--- src/design/pnpf_pkg.sv ---
// Shared types and constants of the periodic neighbour pair finder.
// No dependencies; every other design file refers to it by scoped names.
`default_nettype none
package pnpf_pkg;

  localparam int POS_W   = 32;
  localparam int LEN_W   = 31;
  localparam int FLD_W   = 6;
  localparam int DIST_W  = 31;
  localparam int SUM_W   = 64;
  localparam int QUEUE_DEPTH = 4;

  localparam logic [1:0] CFG_BOX_X  = 2'd0;
  localparam logic [1:0] CFG_BOX_Y  = 2'd1;
  localparam logic [1:0] CFG_BOX_Z  = 2'd2;
  localparam logic [1:0] CFG_CUTOFF = 2'd3;

  typedef enum logic [1:0] {
    ST_PAIR = 2'd0,
    ST_NONE = 2'd1,
    ST_OVF  = 2'd2,
    ST_FULL = 2'd3
  } status_t;

  typedef enum logic [1:0] {
    TK_PAIR = 2'd0,
    TK_END  = 2'd1,
    TK_OVF  = 2'd2,
    TK_FULL = 2'd3
  } tok_kind_t;

  typedef struct packed {
    logic [LEN_W-1:0] box_x;
    logic [LEN_W-1:0] box_y;
    logic [LEN_W-1:0] box_z;
    logic [LEN_W-1:0] cutoff;
  } cfg_t;

  typedef struct packed {
    tok_kind_t        kind;
    logic [FLD_W-1:0] ea;
    logic [FLD_W-1:0] na;
    logic [SUM_W-1:0] sum;
  } tok_t;

  typedef struct packed {
    logic [FLD_W-1:0]  ea;
    logic [FLD_W-1:0]  na;
    logic [FLD_W-1:0]  es;
    logic [FLD_W-1:0]  ns;
    logic [DIST_W-1:0] distance;
    status_t           status;
    logic              eor;
  } out_item_t;

  typedef struct packed {
    logic done;
    logic ovf;
  } back_stat_t;

  typedef struct packed {
    logic clear;
  } front_ctl_t;

endpackage
`default_nettype wire

--- src/design/pnpf_fifo.sv ---
// Short token queue between the compare front end and the result back end.
// Depends on pnpf_pkg for the token type.
`default_nettype none
module pnpf_fifo #(
  parameter int DEPTH = 4
) (
  input  wire logic          clk,
  input  wire logic          rst_n,
  input  wire logic          push,
  input  wire pnpf_pkg::tok_t push_tok,
  input  wire logic          pop,
  output pnpf_pkg::tok_t     head_tok,
  output logic               full,
  output logic               empty
);
  localparam int PW = (DEPTH > 1) ? $clog2(DEPTH) : 1;
  localparam int CW = $clog2(DEPTH + 1);

  pnpf_pkg::tok_t  mem_r [DEPTH];
  logic [PW-1:0]   wr_ptr_r, rd_ptr_r;
  logic [CW-1:0]   cnt_r;

  assign full     = (cnt_r == CW'(DEPTH));
  assign empty    = (cnt_r == '0);
  assign head_tok = mem_r[rd_ptr_r];

  always_ff @(posedge clk) begin
    if (push && !full) begin
      mem_r[wr_ptr_r] <= push_tok;
    end
  end

  always_ff @(posedge clk) begin
    if (!rst_n) begin
      wr_ptr_r <= '0;
      rd_ptr_r <= '0;
      cnt_r    <= '0;
    end else begin
      if (push && !full) begin
        wr_ptr_r <= (wr_ptr_r == PW'(DEPTH - 1)) ? '0 : wr_ptr_r + 1'b1;
      end
      if (pop && !empty) begin
        rd_ptr_r <= (rd_ptr_r == PW'(DEPTH - 1)) ? '0 : rd_ptr_r + 1'b1;
      end
      unique case ({push && !full, pop && !empty})
        2'b10:   cnt_r <= cnt_r + 1'b1;
        2'b01:   cnt_r <= cnt_r - 1'b1;
        default: cnt_r <= cnt_r;
      endcase
    end
  end
endmodule
`default_nettype wire

--- config.mk ---
export PLATFORM = sky130hd
export DESIGN_NAME = pnpf_fifo
export DESIGN_NICKNAME = d
export VERILOG_FILES = /design/src/design/pnpf_pkg.sv /design/src/design/pnpf_fifo.sv
export SDC_FILE = /design/constraint.sdc
export NUM_CORES = 1
export LEC_CHECK = 0
export ABC_AREA = 1
export BUFFER_PORTS_ARGS = -buffer_cell sky130_fd_sc_hd__buf_2
export CAP_MARGIN = 20
export CORE_MARGIN = 2
export CORE_UTILIZATION = 57
export DETAILED_ROUTE_END_ITERATION = 10
export GPL_TIMING_DRIVEN = 0
export HOLD_SLACK_MARGIN = 0.02
export PLACE_DENSITY = 0.79
export SLEW_MARGIN = 5
export SYNTH_ARGS = -nofsm -noshare
export SYNTH_HDL_FRONTEND = slang
export SYNTH_SLANG_ARGS = --single-unit
--- constraint.sdc ---
create_clock -name clk -period 6.93 [get_ports clk]
set_input_delay 1.386 -clock clk [delete_from_list [all_inputs] [get_ports clk]]
set_output_delay 1.386 -clock clk [all_outputs]
set_load 0.02 [all_outputs]
**Word level (Yosys, flattened, before mapping)**

Memories as Yosys holds them, arrays and structs flattened. A register that Yosys moved wholly into a read port is not among the register bits.
Index checks and enable logic that the tools add are counted.

- Add/subtract/negate cells: 4
- $mul: 0
- Div/mod/pow operators: 0
- Magnitude comparators: 0
- Equal/unequal tests: 5
- Shift-type cells: 0
- Mux-type cells: 7
- Bitwise gates (word level): 0
- Reductions and logical operators: 6

Operators with widths:

| operator | number |
|---|---|
| two-way mux 2 bit | 4 |
| == test 2 bit, second input constant | 3 |
| case mux 3 bit (2 select lines) | 1 |
| adder 2 x 1 -> 2 bit, second input constant | 2 |
| adder 3 x 1 -> 3 bit, second input constant | 1 |
| == test 3 bit, second input constant | 1 |
| zero test 3 bit | 1 |
| subtractor 3 x 1 -> 3 bit, second input constant | 1 |
| == test 2 x 1 -> 1 bit, second input constant | 1 |
| logical AND 1 bit | 2 |
| zero test 1 bit | 2 |
| two-way mux 1 bit | 2 |
| nonzero test 2 bit | 1 |

- Bits in registers: 7
- Bits in latches: 0
- Bits in writable memories: 312
- Memory bits (read-only): 0
- Output and inout bits: 80
- Memories kept: 1

Memories:

| memory | depth | width | rd ports | clocked after Yosys merged registers in | write ports | RTL line | source |
|---|---|---|---|---|---|---|---|
| mem_r | 4 | 78 | 1 | 1 | 1 | pnpf_fifo.sv:19 | `pnpf_pkg::tok_t mem_r [DEPTH];` |

**Longest topological paths before layout**

- Depth after elaboration: 5
- Depth in mapped cells: 13
- Mapped depth without buffers: 13

**Least setup slack after synthesis**

Ideal clock, no wire load.

- Kind: in2reg
- Start point: input push
- End point: memory mem_r[0][0] (netlist name), enable pin
- Library setup time: 515 ps
- Arrival time: 4789 ps
- Data required time: 6415 ps
- Path slack: 1626 ps
- Stages: 2
- Buffers on the path: 0
- Cell sequence: nand2_1 -> nor2_1

- Longest elaborated chain between the ends: 3

Ends and longest elaborated chain:

| item | RTL line | source |
|---|---|---|
| from (decl) | pnpf_fifo.sv:9 | `input wire logic push,` |
| logical AND 1 bit | pnpf_fifo.sv:28 | `if (push && !full) begin` |
| two-way mux 1 bit | pnpf_fifo.sv:28 |  |
| two-way mux 1 bit (implied by the code) | pnpf_fifo.sv:29 | `mem_r[wr_ptr_r] <= push_tok;` |
| to (decl) | pnpf_fifo.sv:19 |  |

No other way between the ends.

==> impl_metrics.ini <==
[sta]
maxSlewHeadroom_pct = 40.31
drv_slew = 0
rsz0062_at_grt = no
fin_ws_ns = 3.266
fmax_mhz = 272.9
fin_crit_ns = 3.664
setup_viol = 0
timing.final.crit_share_pct = 52.88
hold_viol = 0
worstMarginPinSlew_ns = 0.8932
fin_skew_ns = 0.01423
setup_tns_ns = 0

[global_routing]
overflow = 0
grt_pass1_wl_um = 38850
grtUsageTotal_pct = 22.79
grt_pass1_vias = 7358
grt_max_degree = 30
grt_antenna_before_repair = 3

[die]
start_util_pct = 57.75
die_area_um2 = 22340
boundaryPins = 162
die-height_um = 149.5
num_rows = 53
die_x_um = 149.5
core_um2 = 20890

[logic_synthesis]
ys_warn_count = 0
synth_top_family_by_area = compound AO/OA/AOI/OAI gates
syn_inst = 825
synth_xor_area_share_pct = 0
syn-num-nets = 914
seq_area_frac_synth_pct = 79.16
yosys.area_share.simple_pct = 5.923
synth_compound_area_share_pct = 10.77
ys_ff_latch = 321
post_synth_num_cell_types = 20
syn_area_per_cell_um2 = 14.62
synthMuxAreaShare_pct = 0
syn-cell-area_um2 = 12060
synth_adder_area_share_pct = 0.7883

[finish]
nets = 1119
fin_area_um2 = 14430
final_core_util_pct = 69.06
instances_no_fill = 1331
final_cell_mix = edfxtp_1, buf_2, nor2_1
drive_gt1_share_pct = 24.29
syn2layout_area_growth_pct = 19.59
final_common_cell = edfxtp_1

[route]
ant_nets = 0
wire_per_inst_um = 19.27
drt-total-wl_um = 25650
viasPerCell = 5.615
dr.pass1.iters = 5
drtIter0Drc = 532
vias = 7474
drcViolationCount = 0

[setup_path]
worstPathRequired_ns = 5.54
crit_fanout = 10
critPathLaunchType = flop
end_kind = primary output
crit_type = flop to primary output
worstPathArrival_ns = 2.28

[clock_network]
clockBufferDepth = 3
cts-root-buf = clkbuf_16
cts_tree = done
cts_setup_buffers = 0
cts_sinks = 321
htree_num_levels = 1
cts_buffers = 31
ctsResizeCount = 0
insertion_delay_ns = 0.55
ctsHoldBuffers = 0
clkSlewWorstSetupHoldPaths_ns = 0.06

[power]
p_leak_nw = 5.157
ir_drop_mv = 0.4235
powerDensity_nw_per_um2 = 394.8

[status]
status = finished, final reports clean

[min_path]
hold_class = flop to flop

[place]
dp.cells = 1272
io_buffers = 161
dp_hpwl_um = 15990
gp_congestion = 0.7505
place_area_um2 = 13490
place_ws_ns = 3.709

[run]
drv_cap = 0
[path summary, 6_finish.rpt]
| kind | to | slack (ns) | depth (start not counted) | start |
|---|---|---|---|---|
| max reg2reg | mem_r[2][27]$_DFFE_PP_ | 4.67 | 5 | cnt_r[1]$_SDFFE_PN0P_ |
| min reg2reg | cnt_r[0]$_SDFFE_PN0P_ | 0.55 | 2 | cnt_r[0]$_SDFFE_PN0P_ |
| max | head_tok[0] | 3.27 | 4 | flop |
| min | cnt_r[0]$_SDFFE_PN0P_ | 0.55 | 2 | cnt_r[0]$_SDFFE_PN0P_ |
[final cells by class]
type / count / area, um^2
plain buffers: 50 / 334.1
multi-input cells: 435 / 2138
clock inverters: 20 / 130.1
repair buffers: 172 / 1056
fillers: 1432 / 6462
well taps: 275 / 344.1
flip-flops and latches: 321 / 9549
inverters: 19 / 71.32
diodes: 2 / 5.005
clock buffers: 37 / 798.3
[report_power, final]
group	leakage [nW]	total, mW	internal (mW)	switching [mW]
sequential	2.94	2.38	2.33	0.0531
combinational	1.77	1.78	0.567	1.21
clock	0.455	1.53	0.856	0.679
total	5.16	5.70	3.75	1.94
[worst max-delay path, cell delays in order (launching register included)]
cell and delay (ns):
dfxtp_1 0.61, clkbuf_1 0.43, o21ai_0 0.17, o22ai_1 0.30, buf_2 0.23
[cell families (layout without fill, tap and decap cells)]
family,count (synthesis),in the layout
and+or+nand+nor,188,188
DFF,321,321
buffers and inverters,69,298
AOI/OAI and AO/OA,240,240
adders and majority gates,7,7
other,0,2
[layer usage]
layer  share of wire (%)  vias to the layer above  global-route usage (%)
met3                 8.4                       40                   4.634
li1                    -                     3503                       -
met5               0.043                        -                       0
met4                 1.9                        2                   5.667
met2                  50                      280                   38.92
met1                  40                     3649                   30.38
[sequential cells by signal, summed over array words and instances, names as in the netlist, named ones only]
register  flops
cnt_r         3
mem_r       312
rd_ptr_r      2
wr_ptr_r      2
[through the flow]
step	hold slack (ns)	total power, mW
final	0.5514	5.695
after global routing	0.5710	5.966
after CTS	0.5540	5.730
after detailed placement	0.5268	4.203
after global placement	0.5196	4.157
after floorplan	0.4827	3.550
[synthesized netlist by cell type]
cell type | count | area (um^2)
o21ai_1 | 65 | 325.3
nor2_1 | 169 | 634.4
inv_2 | 2 | 7.510
inv_1 | 17 | 63.81
nand3_1 | 2 | 10.01
clkbuf_2 | 4 | 20.02
o21ai_0 | 93 | 465.5
buf_4 | 10 | 75.07
nand4_1 | 1 | 6.260
o22ai_1 | 78 | 488.0
nand3b_1 | 1 | 7.510
clkbuf_1 | 18 | 67.56
fa_1 | 1 | 20.02
buf_6 | 13 | 146.4
nand2_1 | 15 | 56.30
ha_1 | 6 | 75.07
a21oi_1 | 4 | 20.02
edfxtp_1 | 312 | 9369
dfxtp_1 | 9 | 180.2
buf_2 | 5 | 25.02
Power figures use the tool's default switching activity.
