<file path="config.mk">
export PLATFORM = sky130hd
export DESIGN_NAME = pnpf_back
export DESIGN_NICKNAME = d
export VERILOG_FILES = /design/src/design/pnpf_pkg.sv /design/src/design/pnpf_back.sv
export SDC_FILE = /design/constraint.sdc
export NUM_CORES = 1
export LEC_CHECK = 0
export BUFFER_PORTS_ARGS = -buffer_cell sky130_fd_sc_hd__buf_2
export CORE_ASPECT_RATIO = 0.9
export CORE_UTILIZATION = 27
export DETAILED_ROUTE_END_ITERATION = 12
export PLACE_DENSITY_LB_ADDON = 0.15
export SLEW_MARGIN = 20
export SYNTH_ARGS = -nofsm -noshare
export SYNTH_HDL_FRONTEND = slang
export SYNTH_SLANG_ARGS = --single-unit
</file>
<file path="constraint.sdc">
create_clock -name clk -period 15.67 [get_ports clk]
set_clock_uncertainty 0.2 [all_clocks]
set_input_delay 1.567 -clock clk [delete_from_list [all_inputs] [get_ports clk]]
set_output_delay 1.567 -clock clk [all_outputs]
set_load 0.01 [all_outputs]
</file>
<file path="src/design/pnpf_pkg.sv">
// Shared types and constants of the periodic neighbour pair finder.
// No dependencies; every other design file refers to it by scoped names.
`default_nettype none
package pnpf_pkg;

  localparam int POS_W   = 32;
  localparam int LEN_W   = 31;
  localparam int FLD_W   = 6;
  localparam int DIST_W  = 31;
  localparam int SUM_W   = 64;
  localparam int QUEUE_DEPTH = 4;

  localparam logic [1:0] CFG_BOX_X  = 2'd0;
  localparam logic [1:0] CFG_BOX_Y  = 2'd1;
  localparam logic [1:0] CFG_BOX_Z  = 2'd2;
  localparam logic [1:0] CFG_CUTOFF = 2'd3;

  typedef enum logic [1:0] {
    ST_PAIR = 2'd0,
    ST_NONE = 2'd1,
    ST_OVF  = 2'd2,
    ST_FULL = 2'd3
  } status_t;

  typedef enum logic [1:0] {
    TK_PAIR = 2'd0,
    TK_END  = 2'd1,
    TK_OVF  = 2'd2,
    TK_FULL = 2'd3
  } tok_kind_t;

  typedef struct packed {
    logic [LEN_W-1:0] box_x;
    logic [LEN_W-1:0] box_y;
    logic [LEN_W-1:0] box_z;
    logic [LEN_W-1:0] cutoff;
  } cfg_t;

  typedef struct packed {
    tok_kind_t        kind;
    logic [FLD_W-1:0] ea;
    logic [FLD_W-1:0] na;
    logic [SUM_W-1:0] sum;
  } tok_t;

  typedef struct packed {
    logic [FLD_W-1:0]  ea;
    logic [FLD_W-1:0]  na;
    logic [FLD_W-1:0]  es;
    logic [FLD_W-1:0]  ns;
    logic [DIST_W-1:0] distance;
    status_t           status;
    logic              eor;
  } out_item_t;

  typedef struct packed {
    logic done;
    logic ovf;
  } back_stat_t;

  typedef struct packed {
    logic clear;
  } front_ctl_t;

endpackage
`default_nettype wire

</file>
<file path="src/design/pnpf_back.sv">
// Back end: assigns list slots, takes the integer square root and drives the
// result register. Depends on pnpf_pkg.
`default_nettype none
module pnpf_back #(
  parameter int MAX_ATOMS = 64,
  parameter int NBR_LIMIT = 64
) (
  input  wire logic                  clk,
  input  wire logic                  rst_n,
  input  wire pnpf_pkg::tok_t        tok,
  input  wire logic                  q_empty,
  output logic                       pop,
  input  wire pnpf_pkg::front_ctl_t  ctl,
  output pnpf_pkg::back_stat_t       back_stat,
  output logic                       out_valid,
  input  wire logic                  out_ready,
  output pnpf_pkg::out_item_t        out_item
);
  localparam int AW = (MAX_ATOMS > 1) ? $clog2(MAX_ATOMS) : 1;
  localparam int NW = $clog2(NBR_LIMIT + 1);
  localparam int FW = pnpf_pkg::FLD_W;

  typedef enum logic [2:0] {B_POP, B_RD, B_CHK, B_SQRT, B_EMIT, B_DROP, B_DONE} state_t;

  state_t               state_r, ret_r;
  pnpf_pkg::tok_t       cur_r;
  pnpf_pkg::out_item_t  pend_r, emit_r, out_r;
  logic                 pend_v_r, out_v_r, ovf_item_r;
  logic [NW-1:0]        new_cnt_r, cnt_rd_r;
  logic [NW-1:0]        cnt_mem [MAX_ATOMS];
  logic [MAX_ATOMS-1:0] nv_r;
  logic [63:0]          rad_r;
  logic [31:0]          root_r;
  logic [34:0]          rem_r;
  logic [4:0]           it_r;

  logic [AW-1:0]        ei, ni;
  logic [NW-1:0]        ecnt;
  logic                 over, save_new;
  logic [34:0]          rem_sh, trial;
  logic [31:0]          root_nxt;
  logic [34:0]          rem_nxt;
  logic                 out_free;

  assign ei       = cur_r.ea[AW-1:0];
  assign ni       = cur_r.na[AW-1:0];
  assign ecnt     = nv_r[ei] ? cnt_rd_r : '0;
  assign over     = (ecnt >= NW'(NBR_LIMIT)) || (new_cnt_r >= NW'(NBR_LIMIT));
  // Keep the new atom's list length once its sweep has finished cleanly.
  assign save_new = (state_r == B_DONE) && (cur_r.kind == pnpf_pkg::TK_END);
  assign out_free = !out_v_r || out_ready;
  assign out_valid = out_v_r;
  assign out_item  = out_r;
  assign pop = ((state_r == B_POP) || (state_r == B_DROP)) && !q_empty;
  assign back_stat.done = (state_r == B_DONE);
  assign back_stat.ovf  = ovf_item_r;

  // One restoring step: two radicand bits in, one root bit out.
  always_comb begin
    rem_sh = {rem_r[32:0], rad_r[63:62]};
    trial  = {1'b0, root_r, 2'b01};
    if (rem_sh >= trial) begin
      rem_nxt  = rem_sh - trial;
      root_nxt = {root_r[30:0], 1'b1};
    end else begin
      rem_nxt  = rem_sh;
      root_nxt = {root_r[30:0], 1'b0};
    end
  end

  always_ff @(posedge clk) begin
    if (state_r == B_RD) begin
      cnt_rd_r <= cnt_mem[ei];
    end
    if ((state_r == B_CHK) && !over) begin
      cnt_mem[ei] <= ecnt + 1'b1;
    end else if (save_new) begin
      cnt_mem[ni] <= new_cnt_r;
    end
  end

  always_ff @(posedge clk) begin
    if (!rst_n) begin
      nv_r <= '0;
    end else if (ctl.clear) begin
      nv_r <= '0;
    end else if ((state_r == B_CHK) && !over) begin
      nv_r[ei] <= 1'b1;
    end else if (save_new) begin
      nv_r[ni] <= 1'b1;
    end
  end

  always_ff @(posedge clk) begin
    if (!rst_n) begin
      state_r    <= B_POP;
      ret_r      <= B_POP;
      pend_v_r   <= 1'b0;
      out_v_r    <= 1'b0;
      ovf_item_r <= 1'b0;
      new_cnt_r  <= '0;
      it_r       <= '0;
    end else begin
      if (out_v_r && out_ready) begin
        out_v_r <= 1'b0;
      end
      unique case (state_r)
        B_POP: begin
          if (!q_empty) begin
            cur_r  <= tok;
            emit_r <= '{ea: '0, na: '0, es: '0, ns: '0, distance: '0,
                        status: pnpf_pkg::ST_NONE, eor: 1'b1};
            unique case (tok.kind)
              pnpf_pkg::TK_PAIR: begin
                if (pend_v_r) begin
                  emit_r   <= pend_r;
                  pend_v_r <= 1'b0;
                  ret_r    <= B_RD;
                  state_r  <= B_EMIT;
                end else begin
                  state_r <= B_RD;
                end
              end
              pnpf_pkg::TK_END: begin
                if (pend_v_r) begin
                  emit_r     <= pend_r;
                  emit_r.eor <= 1'b1;
                  pend_v_r   <= 1'b0;
                end else begin
                  emit_r.na <= tok.na;
                end
                ret_r   <= B_DONE;
                state_r <= B_EMIT;
              end
              pnpf_pkg::TK_OVF: begin
                emit_r.status <= pnpf_pkg::ST_OVF;
                ret_r         <= B_DONE;
                state_r       <= B_EMIT;
              end
              pnpf_pkg::TK_FULL: begin
                emit_r.status <= pnpf_pkg::ST_FULL;
                ret_r         <= B_DONE;
                state_r       <= B_EMIT;
              end
              default: state_r <= B_POP;
            endcase
          end
        end
        B_RD: state_r <= B_CHK;
        B_CHK: begin
          if (over) begin
            emit_r     <= '{ea: '0, na: cur_r.na, es: '0, ns: '0, distance: '0,
                            status: pnpf_pkg::ST_OVF, eor: 1'b1};
            ovf_item_r <= 1'b1;
            ret_r      <= B_DROP;
            state_r    <= B_EMIT;
          end else begin
            pend_r    <= '{ea: cur_r.ea, na: cur_r.na, es: FW'(ecnt), ns: FW'(new_cnt_r),
                           distance: '0, status: pnpf_pkg::ST_PAIR, eor: 1'b0};
            new_cnt_r <= new_cnt_r + 1'b1;
            rad_r     <= cur_r.sum;
            root_r    <= '0;
            rem_r     <= '0;
            it_r      <= '0;
            state_r   <= B_SQRT;
          end
        end
        B_SQRT: begin
          rad_r  <= {rad_r[61:0], 2'b00};
          root_r <= root_nxt;
          rem_r  <= rem_nxt;
          it_r   <= it_r + 1'b1;
          if (it_r == 5'd31) begin
            pend_r.distance <= root_nxt[pnpf_pkg::DIST_W-1:0];
            pend_v_r        <= 1'b1;
            state_r         <= B_POP;
          end
        end
        B_EMIT: begin
          if (out_free) begin
            out_r   <= emit_r;
            out_v_r <= 1'b1;
            state_r <= ret_r;
          end
        end
        B_DROP: begin
          if (!q_empty && (tok.kind == pnpf_pkg::TK_END)) begin
            state_r <= B_DONE;
          end
        end
        B_DONE: begin
          ovf_item_r <= 1'b0;
          new_cnt_r  <= '0;
          state_r    <= B_POP;
        end
        default: state_r <= B_POP;
      endcase
    end
  end

  ap_marker_last: assert property (@(posedge clk) disable iff (!rst_n)
    (out_v_r && (out_r.status != pnpf_pkg::ST_PAIR)) |-> out_r.eor)
    else $error("marker result without end of run");
  ap_clear: assert property (@(posedge clk) disable iff (!rst_n)
    ctl.clear |=> (nv_r == '0))
    else $error("neighbour counts not cleared");
  ap_done_clean: assert property (@(posedge clk) disable iff (!rst_n)
    (state_r == B_DONE) |-> !pend_v_r)
    else $error("pending pair left at end of item");
endmodule
`default_nettype wire

</file>
## Word-level counts from Yosys, hierarchy flattened

Memories as Yosys holds them, arrays and structs flattened. A register that Yosys moved wholly into a read port is not among the register bits.
Cells that the tools add are included.

| cells by class | value |
|---|---|
| equal/unequal tests | 19 |
| $add $sub $neg | 4 |
| shifts and indexed selects | 0 |
| multiply operators | 0 |
| divide/modulo/power cells | 0 |
| muxes and demuxes | 64 |
| reductions and logical operators | 36 |
| magnitude comparators | 7 |
| bitwise operators | 5 |

Operators with widths:

| operator | number |
|---|---|
| 64-bit two-way mux | 3 |
| 58-bit two-way mux | 3 |
| 64-bit bitwise OR | 2 |
| 64-bit case mux with 2 select lines | 1 |
| 58-bit case mux with 2 select lines | 1 |
| 55-bit case mux with 2 select lines | 1 |
| 33-bit two-way mux | 2 |
| 33-bit case mux with 2 select lines | 1 |
| 32-bit case mux with 2 select lines | 1 |
| 31-bit case mux with 2 select lines | 1 |
| 46-bit two-way mux | 1 |
| 35-bit by 34-bit greater-or-equal comparator with 1-bit output | 1 |
| 34-bit two-way mux | 1 |
| 33-bit subtractor | 1 |
| 32-bit two-way mux | 1 |
| 31-bit two-way mux | 1 |
| 3-bit two-way mux | 9 |
| 7-bit two-way mux | 3 |
| 4-bit AND reduction | 5 |
| 6-bit two-way mux | 3 |
| 3-bit case mux with 2 select lines | 3 |
| 3-bit case mux with 6 select lines | 1 |
| 1-bit two-way mux | 17 |
| 7-bit by 1-bit adder with 7-bit output (second input constant) | 2 |
| 32 further kinds | 70 |

| storage, ports and cells | value |
|---|---|
| output and inout bits | 62 |
| bits in read-only memories | 0 |
| flip-flop bits (word level) | 463 |
| input bits | 83 |
| memory bits (writable) | 448 |
| memories | 1 |
| bits in latches | 0 |

Memory list:

| name | words | bits a word | read ports | clocked after memory_dff | wr ports | line | source |
|---|---|---|---|---|---|---|---|
| cnt_mem | 64 | 7 | 1 | 1 | 1 | pnpf_back.sv:30 | `logic [NW-1:0] cnt_mem [MAX_ATOMS];` |

## Depth between registers and ports, before layout

Gate-level depths: netlist of the first run.

| depth | value |
|---|---|
| depth after elaboration | 11 |
| depth in mapped cells | 15 |
| depth with buffers taken out | 11 |

## Least setup slack after synthesis of the first run

No wires, ideal clock.

| path | value |
|---|---|
| path kind | reg2reg |
| start point | reg cur_r, in the netlist ei[0] |
| end point | reg rad_r[0] (enable) |
| buffers on the path | 2 |
| arrival | 7943 ps |
| path slack | 6894 ps |
| stages on the path, launching flop included | 10 |
| required time | 14837 ps |
| cells stage by stage | edfxtp_1 -> buf_6 -> mux4_2 -> a221oi_2 -> a21oi_1 -> nor3_4 -> o211a_4 -> buf_2 -> nor2_1 -> nor2b_1 |

| on the way | value |
|---|---|
| longest elaborated chain between the ends | 7 |

RTL lines:

| element | line | source |
|---|---|---|
| start: declaration | pnpf_back.sv:26 | `pnpf_pkg::tok_t cur_r;` |
| start signal: assignment | pnpf_back.sv:110 | `cur_r <= tok;` |
| 1-bit binary-select mux with 6-bit select | pnpf_back.sv:47 | `assign ecnt = nv_r[ei] ? cnt_rd_r : '0;` |
| 1-bit two-way mux (implied by the code) | pnpf_back.sv:47 |  |
| 7-bit two-way mux | pnpf_back.sv:47 |  |
| 7-bit greater-or-equal comparator | pnpf_back.sv:48 | `assign over = (ecnt >= NW'(NBR_LIMIT)) \|\| (new_cnt_r >= NW'(NBR_LIMIT));` |
| 1-bit logical OR | pnpf_back.sv:48 |  |
| 2-bit != test (no source line) | n/a |  |
| 3-bit AND reduction (no source line) | n/a |  |
| end signal: assignment | pnpf_back.sv:161 | `rad_r <= cur_r.sum;` |
| end signal: assignment | pnpf_back.sv:169 | `rad_r <= {rad_r[61:0], 2'b00};` |
| end: declaration | pnpf_back.sv:32 | `logic [63:0] rad_r;` |

No other way between the ends. The select of a mux whose other input is x is not followed.
A chain may end at the register's enable or synchronous reset.

## Worst setup path after layout of the first run

| path | value |
|---|---|
| start point | reg cur_r, in the netlist ei[0] |
| end point | reg rad_r[11] (enable) |

Same word-level chain as after synthesis.

==> flow_metrics.py, run 1 <==
metrics = {
    "clock_tree": {
        "h-tree-depth": 3,
        "clk_latency_ns": 0.72,
        "cts_tree": "built",
        "clkSlewWorstSetupHoldPaths_ns": 0.06,
        "cts_setup_buffers": 0,
        "cts_buffers": 102,
        "clk_path_buf_depth": 3,
        "cts.sinks": 918,
        "post_cts_resized": 0,
        "cts_root_buf": "clkbuf_16",
        "ctsHoldBuffers": 0,
    },
    "critical_path": {
        "crit_type": "flip-flop to flip-flop",
        "reg2reg_depth": 11,
        "cp_slowest_cell": "buf_4",
        "reg2reg_slack_ns": 9.97,
        "critPathArrivalTime_ns": 5.78,
        "crit_buf_inv": 3,
        "crit_cells": 11,
        "path_cells": "buf_4, mux4_1, nor3b_1, a31oi_1, o2111ai_1, nor3_4, o211a_4, nor2_1, nor2b_4, buf_4, buf_4",
        "crit_fanout": 72,
        "crit_path_start": "ei[0]",
        "rr_startpoint": "ei[0]",
        "timing.rr.end": "rad_r[11]",
        "cp-end-kind": "flip-flop",
        "cp_common_cell": "buf_4",
        "crit_required_ns": 15.76,
        "startpoint_type": "flip-flop",
        "slowest_delay_ns": 0.81,
        "endpoint": "rad_r[11]",
        "critPathTopFamily": "buffers and inverters",
    },
    "floorplan": {
        "die_area_sq_mm": 0.1354,
        "fp.dieH_um": 349.2,
        "start_util_pct": 27.19,
        "coreArea_sq_mm": 0.1330,
        "ios": 145,
        "die-width_um": 387.8,
        "rows": 127,
    },
    "route": {
        "viasPerCell": 4.903,
        "wl_um": 99350,
        "postRouteAntennaNets": 0,
        "post_drt_wl_per_cell_um": 22.03,
        "via_count": 22114,
        "drc": 0,
        "dr.pass1.iters": 6,
        "drt_iter0_markers": 1929,
    },
    "sta": {
        "tns_ns": 0,
        "report.final.slew_viol_count": 0,
        "rsz0062_at_grt": "no",
        "period_share_pct": 36.35,
        "tightest_slew_ns": 1.161,
        "slew_headroom_pct": 22.42,
        "finalHoldViolations": 0,
        "clock.fmax_mhz": 175.5,
        "hold_ws_ns": 0.2124,
        "setup_viol": 0,
        "timing.final.crit_period_ns": 5.696,
    },
    "global_route": {
        "use_met2_pct": 22.16,
        "antenna_found_initial": 1,
        "grt_pass1_wl_um": 148000,
        "grt_start_max_net_pins": 73,
        "grt_busiest_layer": "met2",
        "grt_pass1_vias": 22125,
        "grtUsageTotal_pct": 14.53,
        "grt-ovfl-total": 0,
        "met3_usage_pct": 2.366,
        "grt_use_met1_pct": 21.05,
    },
    "synthesis": {
        "ys_warn_count": 0,
        "synthTopCellsByCount": "833 x edfxtp_1, 313 x nand2_1, 209 x nor2_1",
        "synth-edff-count": 833,
        "netlist_area_sq_mm": 0.03616,
        "ys_ff_latch": 918,
        "synthCells": 2537,
        "yosysTopAreaCell": "edfxtp_1",
        "avgSynthCellArea_sq_um": 14.25,
        "synth_top_area_share_pct": 69.17,
        "yosys-top-cells-area": "edfxtp_1 69%, dfxtp_1 4.7%, a22oi_1 4.1%, nand2_1 3.2%, nor2_1 2.2%",
        "synth_nets": 2658,
        "yosysSeqAreaShare_pct": 73.88,
        "async_flop_share_pct": 0,
        "synth_ff_type": "edfxtp_1",
        "yosysUniqueCellTypes": 77,
        "yosysMostFrequentCell": "edfxtp_1",
    },
    "pwr": {
        "powerDensity_mw_per_mm2": 127.3,
        "max-vdd-ir-drop_v": 0.00007805,
        "leakage_nw": 14.15,
        "p_sw_share_pct": 23.33,
        "clkPwrFrac_pct": 42.4,
        "seq_power_share_pct": 51.6,
        "fin_total_pwr_mw": 5.369,
        "p_sw_mw": 1.252,
        "combinationalPowerShare_pct": 6.0,
        "p_int_mw": 4.116,
    },
    "run_status": {
        "status": "finished clean",
    },
    "placed_design": {
        "hpwl_um": 61210,
        "portBuffers": 144,
        "dp_cells": 4321,
        "gp_congestion": 0.8547,
    },
    "run": {
        "max-cap-violations": 0,
    },
    "hold_path": {
        "hp-class": "flip-flop to flip-flop",
    },
    "cells_and_area": {
        "nets": 2806,
        "n_fill_cell": 13135,
        "drive_gt1_share_pct": 13.47,
        "area_delta_synth_final_pct": 16.65,
        "num_antenna_cells": 0,
        "layout.cells.non_filler": 4510,
    },
}
-- cells in the final DEF, fill, tap and decap left out, types with 16 or more instances in the layout --
cell,instances
edfxtp_1,833
nand2_1,310
nor2_1,203
a22oi_1,197
buf_2,144
clkbuf_16,102
dfxtp_1,85
a21oi_1,82
a221oi_1,62
and3_1,60
inv_1,53
nand4_1,45
o21ai_0,43
ha_1,38
buf_4,36
clkbuf_1,35
nand3_1,33
nor2b_1,25
a31oi_1,20
a22o_1,19
xnor2_1,18
clkinv_1,17
xor2_1,16
-- state kept, by name (all words and copies together) (netlist names) --
register	flops
nv_r	64
rad_r	64
cur_r	66
out_item	58
cnt_mem	448
new_cnt_r	7
cnt_rd_r	7
state_r	3
ret_r	3
root_r	32
pend_v_r	1
ovf_item_r	1
pend_r	55
ei	6
it_r	5
emit_r	58
out_valid	1
rem_r	33
ni	6
-- how the worst min path moves through the flow --
stage                         endpoint  cells past startpoint  startpoint
final                     out_item[16]                      0  emit_r[16]
after global routing      out_item[12]                      0  emit_r[12]
after CTS                 out_item[16]                      0  emit_r[16]
after detailed placement  out_item[16]                      0  emit_r[16]
after global placement     out_item[0]                      0   emit_r[0]
after floorplan            out_item[0]                      0   emit_r[0]
-- metal layers --
layer  vias up  wire [um]
met5         -          0
met4         0       2544
met3       151       4789
met2       611      44530
met1     11265      47480
li1      10087          -
-- layout make-up --
type / instances / area [sq um] / share of cell area (%)
tap: 1741 / 2178 / 5.164
clock buffer: 140 / 2725 / 6.460
clock inverter: 48 / 441.7 / 1.047
timing repair buffer: 182 / 1046 / 2.480
sequential: 918 / 26720 / 63.33
multi-input combinational: 1428 / 8876 / 21.04
inverter: 53 / 198.9 / 0.4716
-- power groups by stage --
stage	sequential [mW]	clock (mW)	combinational (mW)
6_report	2.77	2.28	0.323
3_3_place_gp	2.82	0	0.326
4_1_cts	2.77	2.36	0.327
2_1_floorplan	2.82	0	0.173
3_5_place_dp	2.82	0	0.326
5_1_grt	2.77	2.45	0.350
-- logic make-up (layout without fill, tap and decap cells) --
logic type / Yosys count / after routing / share of synthesized area [%]
flip-flops: 918 / 918 / 73.88
AND/OR/NAND/NOR: 779 / 779 / 9.889
AO/OA/AOI/OAI: 561 / 561 / 11.21
buffers and inverters: 191 / 423 / 2.138
adder cells (fa/ha/maj): 38 / 38 / 1.315
XOR/XNOR: 34 / 34 / 0.8235
multiplexers: 16 / 16 / 0.7474
-- worst reg2reg max path, stage by stage, from the launching register on --
cell	delay, ns
edfxtp_1	0.33
buf_4	0.45
mux4_1	0.65
nor3b_1	0.16
a31oi_1	0.21
o2111ai_1	0.20
nor3_4	0.79
o211a_4	0.42
nor2_1	0.15
nor2b_4	0.12
buf_4	0.63
buf_4	0.84
-- stage by stage --
step | utilization (%) | setup WS, ns | cell area [sq um]
after global routing | 31.72 | 9.672 | 42180
after detailed placement | 29.31 | 9.996 | 38980
after global placement | 29.29 | 10.12 | 38950
after floorplan | - | 6.894 | 36160
after CTS | 31.69 | 9.962 | 42150
final | 31.72 | 9.974 | 42180
Power figures use the tool's default switching activity.
==> inputs of run 2 (changes only) <==
==> constraint.sdc (replaced) <==
create_clock -name clk -period 4.7 [get_ports clk]
set_clock_uncertainty 0.2 [all_clocks]
set_input_delay 0.47 -clock clk [delete_from_list [all_inputs] [get_ports clk]]
set_output_delay 0.47 -clock clk [all_outputs]
set_load 0.01 [all_outputs]
==> flow_metrics.py, run 2 (synthesized netlist as in run 1, its figures left out) <==
metrics = {
    "run_status": {
        "status": "finished clean",
    },
    "global_route": {
        "grt_pass1_vias": 22794,
        "grt-ovfl-total": 0,
        "grt_start_max_net_pins": 66,
        "grt_pass1_wl_um": 153000,
        "antenna_found_initial": 2,
        "grtUsageTotal_pct": 15.09,
    },
    "critical_path": {
        "crit_type": "flip-flop to flip-flop",
        "cp_slowest_cell": "o31ai_4",
        "cp-end-kind": "flip-flop",
        "rr_startpoint": "ei[0]",
        "cp_common_cell": "buf_4",
        "crit_fanout": 20,
        "slowest_delay_ns": 0.57,
        "critPathTopFamily": "compound AO/OA/AOI/OAI gates",
        "crit_buf_inv": 2,
        "crit_path_start": "ei[0]",
        "startpoint_type": "flip-flop",
        "path_cells": "buf_4, mux4_2, a31oi_1, o2111ai_2, nor3_4, nor2b_1, ha_1, nand3_1, nor2_1, xnor2_1, o31ai_4, buf_4",
        "crit_required_ns": 5.04,
        "critPathArrivalTime_ns": 4.49,
    },
    "clock_tree": {
        "clkSlewWorstSetupHoldPaths_ns": 0.06,
        "post_cts_resized": 0,
        "clk_latency_ns": 0.72,
        "cts.sinks": 918,
        "clk_path_buf_depth": 3,
        "ctsHoldBuffers": 79,
        "cts_tree": "built",
        "cts_setup_buffers": 0,
        "h-tree-depth": 3,
        "cts_buffers": 101,
        "cts_root_buf": "clkbuf_16",
    },
    "cells_and_area": {
        "nets": 2955,
        "final_core_util_pct": 32.98,
        "num_antenna_cells": 0,
        "layout.cells.non_filler": 4658,
        "area_delta_synth_final_pct": 21.31,
        "final_cell_mix": "833 x edfxtp_1, 311 x nand2_1, 202 x nor2_1",
        "n_fill_cell": 12978,
        "drive_gt1_share_pct": 15.84,
        "top_regs": "cnt_mem: 448 flops, cur_r: 66 flops",
        "top_register": "cnt_mem",
        "mostFrequentLayoutCell": "edfxtp_1",
        "largest_reg_flops": 448,
    },
    "pwr": {
        "fin_total_pwr_mw": 18.42,
        "powerDensity_mw_per_mm2": 419.8,
        "leakage_nw": 14.98,
        "max-vdd-ir-drop_v": 0.0002829,
    },
    "sta": {
        "finalHoldViolations": 0,
        "rsz0062_at_grt": "no",
        "setup_viol": 0,
        "timing.final.crit_period_ns": 4.155,
        "report.final.slew_viol_count": 0,
        "clock.fmax_mhz": 240.7,
        "tightest_slew_ns": 1.081,
        "slew_headroom_pct": 27.94,
        "period_share_pct": 88.41,
    },
    "floorplan": {
        "coreArea_sq_mm": 0.1330,
        "fp.dieH_um": 349.2,
        "rows": 127,
        "start_util_pct": 27.19,
        "ios": 145,
        "die_area_sq_mm": 0.1354,
        "die-width_um": 387.8,
    },
    "hold_path": {
        "min_from": "q_empty",
        "hp-class": "primary input to flip-flop",
    },
    "route": {
        "drt_iter0_markers": 1864,
        "wl_um": 103700,
        "via_count": 22693,
        "viasPerCell": 4.872,
        "post_drt_wl_per_cell_um": 22.26,
        "dr.pass1.iters": 5,
        "postRouteAntennaNets": 0,
        "drc": 0,
    },
    "placed_design": {
        "hpwl_um": 67020,
        "portBuffers": 144,
        "gp_congestion": 0.8684,
        "dp_cells": 4392,
    },
    "run": {
        "max-cap-violations": 0,
    },
}
run 2: cell count changes in the layout (fill, tap and decap cells not counted), moves of 4 or more:
cell           change
clkinv_1           +7
dlygate4sd3_1     +79
buf_4             +55
clkinv_2           +8
buf_12            +17
clkinvlp_4         +4
clkbuf_1          -26
bufinv_16          +7
run 2: area by class of cell:
cell class	count	area, sq um	area share [%]
Inverter	53	198.9	0.4535
Clock inverter	74	723.2	1.649
Sequential cell	918	26720	60.90
Tap cell	1741	2178	4.965
Multi-Input combinational cell	1428	8880	20.24
Timing Repair Buffer	332	2562	5.841
Clock buffer	112	2611	5.952
run 2: metrics by stage:
stage	TNS, ns	instance area [sq um]	hold WS (ns)	setup WS [ns]
finish	0	43870	0.1521	0.5446
CTS	0	43840	0.08203	0.4708
floorplan	-145.76	36210	0.2003	-0.7020
global placement	0	39710	0.2019	0.5389
detailed placement	0	39720	0.2045	0.4969
global route	0	43870	0.1694	0.3136
run 2: path summary, 6_finish.rpt:
kind	end	slack, ns	cells past startpoint
hold reg to reg	out_item[10]	0.21	0
setup / recovery	cnt_mem[49][6]	0.54	12
setup reg to reg	cnt_mem[49][6]	0.54	12
hold / removal	pend_v_r	0.15	5
run 2: where the power goes:
group | internal, mW | total, mW | switching, mW | leakage (nW)
clock | 4.62 | 7.98 | 3.37 | 1.62
combinational | 0.376 | 1.20 | 0.823 | 5.04
sequential | 9.15 | 9.23 | 0.0848 | 8.32
run 2: routing by layer:
metal	share of wire (%)	GRT usage [%]
met1	48	21.86
met2	44	23.03
met3	5.6	2.670
met4	2.4	4.171
met5	0	0
run 2: worst register-to-register path, cell delays in order (launching register included):
cell       delay (ns)
edfxtp_1         0.47
buf_4            0.36
mux4_2           0.56
a31oi_1          0.21
o2111ai_2        0.18
nor3_4           0.40
nor2b_1          0.14
ha_1             0.25
nand3_1          0.13
nor2_1           0.08
xnor2_1          0.15
o31ai_4          0.57
buf_4            0.31
==> inputs of run 3 (changes only) <==
==> constraint.sdc (replaced) <==
create_clock -name clk -period 4.6 [get_ports clk]
set_clock_uncertainty 0.2 [all_clocks]
set_input_delay 0.46 -clock clk [delete_from_list [all_inputs] [get_ports clk]]
set_output_delay 0.46 -clock clk [all_outputs]
set_load 0.01 [all_outputs]
==> flow_metrics.py, run 3 (synthesized netlist as in run 1, its figures left out) <==
metrics = {
    "sta": {
        "finalHoldViolations": 0,
        "fin_ws_ns": 0.3977,
        "rsz0062_at_grt": "no",
        "tightest_slew_ns": 1.025,
        "timing.final.crit_period_ns": 4.202,
        "slew_headroom_pct": 31.52,
        "period_share_pct": 91.35,
        "setup_viol": 0,
        "report.final.slew_viol_count": 0,
        "clock.fmax_mhz": 238.0,
    },
    "pwr": {
        "max-vdd-ir-drop_v": 0.0002992,
        "leakage_nw": 15.01,
        "p_int_mw": 14.46,
        "fin_total_pwr_mw": 18.83,
        "clkPwrFrac_pct": 43.4,
        "p_sw_mw": 4.364,
        "seq_power_share_pct": 50.1,
        "powerDensity_mw_per_mm2": 428.7,
        "p_sw_share_pct": 23.18,
        "combinationalPowerShare_pct": 6.5,
    },
    "clock_tree": {
        "cts_setup_buffers": 0,
        "cts_root_buf": "clkbuf_16",
        "h-tree-depth": 3,
        "clk_latency_ns": 0.72,
        "cts_tree": "built",
        "clk_path_buf_depth": 3,
        "cts_buffers": 101,
        "cts.sinks": 918,
        "clkSlewWorstSetupHoldPaths_ns": 0.06,
    },
    "critical_path": {
        "reg2reg_slack_ns": 0.40,
        "crit_buf_inv": 2,
        "crit_required_ns": 4.71,
        "cp-end-kind": "flip-flop",
        "cp_slowest_cell": "edfxtp_1",
        "crit_fanout": 20,
        "crit_type": "flip-flop to flip-flop",
        "startpoint_type": "flip-flop",
        "path_cells": "buf_4, mux4_2, a221oi_2, a21oi_1, nor3_4, o211a_4, a31oi_1, buf_4, nor2_1",
        "critPathTopFamily": "compound AO/OA/AOI/OAI gates",
        "critPathArrivalTime_ns": 4.31,
        "cp_common_cell": "buf_4",
        "slowest_delay_ns": 0.87,
    },
    "floorplan": {
        "coreArea_sq_mm": 0.1330,
        "fp.dieH_um": 349.2,
        "start_util_pct": 27.19,
        "die-width_um": 387.8,
        "die_area_sq_mm": 0.1354,
        "rows": 127,
        "ios": 145,
    },
    "route": {
        "post_drt_wl_per_cell_um": 22.41,
        "viasPerCell": 4.888,
        "wl_um": 104500,
        "postRouteAntennaNets": 0,
        "dr.pass1.iters": 8,
        "via_count": 22799,
        "drt_iter0_markers": 1947,
        "drc": 0,
    },
    "global_route": {
        "grtUsageTotal_pct": 15.25,
        "antenna_found_initial": 5,
        "grt_start_max_net_pins": 80,
        "grt_pass1_vias": 22915,
        "grt_pass1_wl_um": 154900,
        "grt-ovfl-total": 0,
    },
    "placed_design": {
        "portBuffers": 144,
        "gp_congestion": 0.9119,
        "post-place-ws_ns": 0.4887,
        "hpwl_um": 67540,
    },
    "cells_and_area": {
        "nets": 2957,
        "final_cell_mix": "833 x edfxtp_1, 311 x nand2_1, 202 x nor2_1",
        "num_antenna_cells": 0,
        "top_register": "cnt_mem",
        "n_fill_cell": 12976,
        "area_delta_synth_final_pct": 21.43,
        "top_regs": "cnt_mem: 448 flops, cur_r: 66 flops",
        "drive_gt1_share_pct": 15.98,
        "mostFrequentLayoutCell": "edfxtp_1",
        "largest_reg_flops": 448,
    },
    "run_status": {
        "status": "finished clean",
    },
    "run": {
        "max-cap-violations": 0,
    },
    "hold_path": {
        "hp-class": "primary input to flip-flop",
    },
}
run 3: final cells by class:
type,instances,area [sq um],area share [%]
flip-flops and latches,918,26720,60.84
multi-input cells,1428,8874,20.21
clock buffers,131,2773,6.314
repair buffers,334,2585,5.887
well taps,1741,2178,4.961
clock inverters,59,586.8,1.336
inverters,53,198.9,0.4531
run 3: final timing paths:
check,start,endpoint,cells past startpoint
min reg2reg,emit_r[31],out_item[31],0
min,q_empty,pend_v_r,5
max reg2reg,ei[2],cnt_mem[21][0],9
max,ei[2],cnt_mem[21][0],9
run 3: metal layers:
metal	share of wire [%]	GRT usage [%]	vias to the layer above
li1	-	-	10390
met1	48	22.50	11522
met2	44	22.94	732
met3	5.5	2.499	153
met4	2.4	4.227	2
met5	0.012	0	-
run 3: worst reg2reg max path: stages, from the launching register on:
cell,delay (ns)
edfxtp_1,0.87
buf_4,0.33
mux4_2,0.34
a221oi_2,0.31
a21oi_1,0.11
nor3_4,0.31
o211a_4,0.26
a31oi_1,0.26
buf_4,0.27
nor2_1,0.56
run 3: what timing repair did:
item                      in CTS  in global routing
resized for setup              0                  0
hold buffers                  79                  0
hold endpoints to repair      98                  0
run 3: stage by stage:
step	hold slack, ns	TNS [ns]	utilization (%)	instance area, sq um	instances
final	0.1269	0	33.02	43910	4664
after global routing	0.07594	0	33.02	43910	4664
after CTS	0.03355	0	32.97	43860	4662
after detailed placement	0.2045	0	29.85	39710	4393
after global placement	0.2033	0	29.85	39700	4393
after floorplan	0.2003	-184.26	-	36210	2537
run 3: power by group through the flow:
| stage | registers [mW] | clock network (mW) | logic [mW] |
|---|---|---|---|
| after global routing | 9.45 | 8.71 | 1.33 |
| after detailed placement | 9.61 | 0 | 1.19 |
| after global placement | 9.61 | 0 | 1.18 |
| after CTS | 9.44 | 8.41 | 1.24 |
| after floorplan | 9.60 | 0 | 0.594 |
| final | 9.43 | 8.16 | 1.23 |
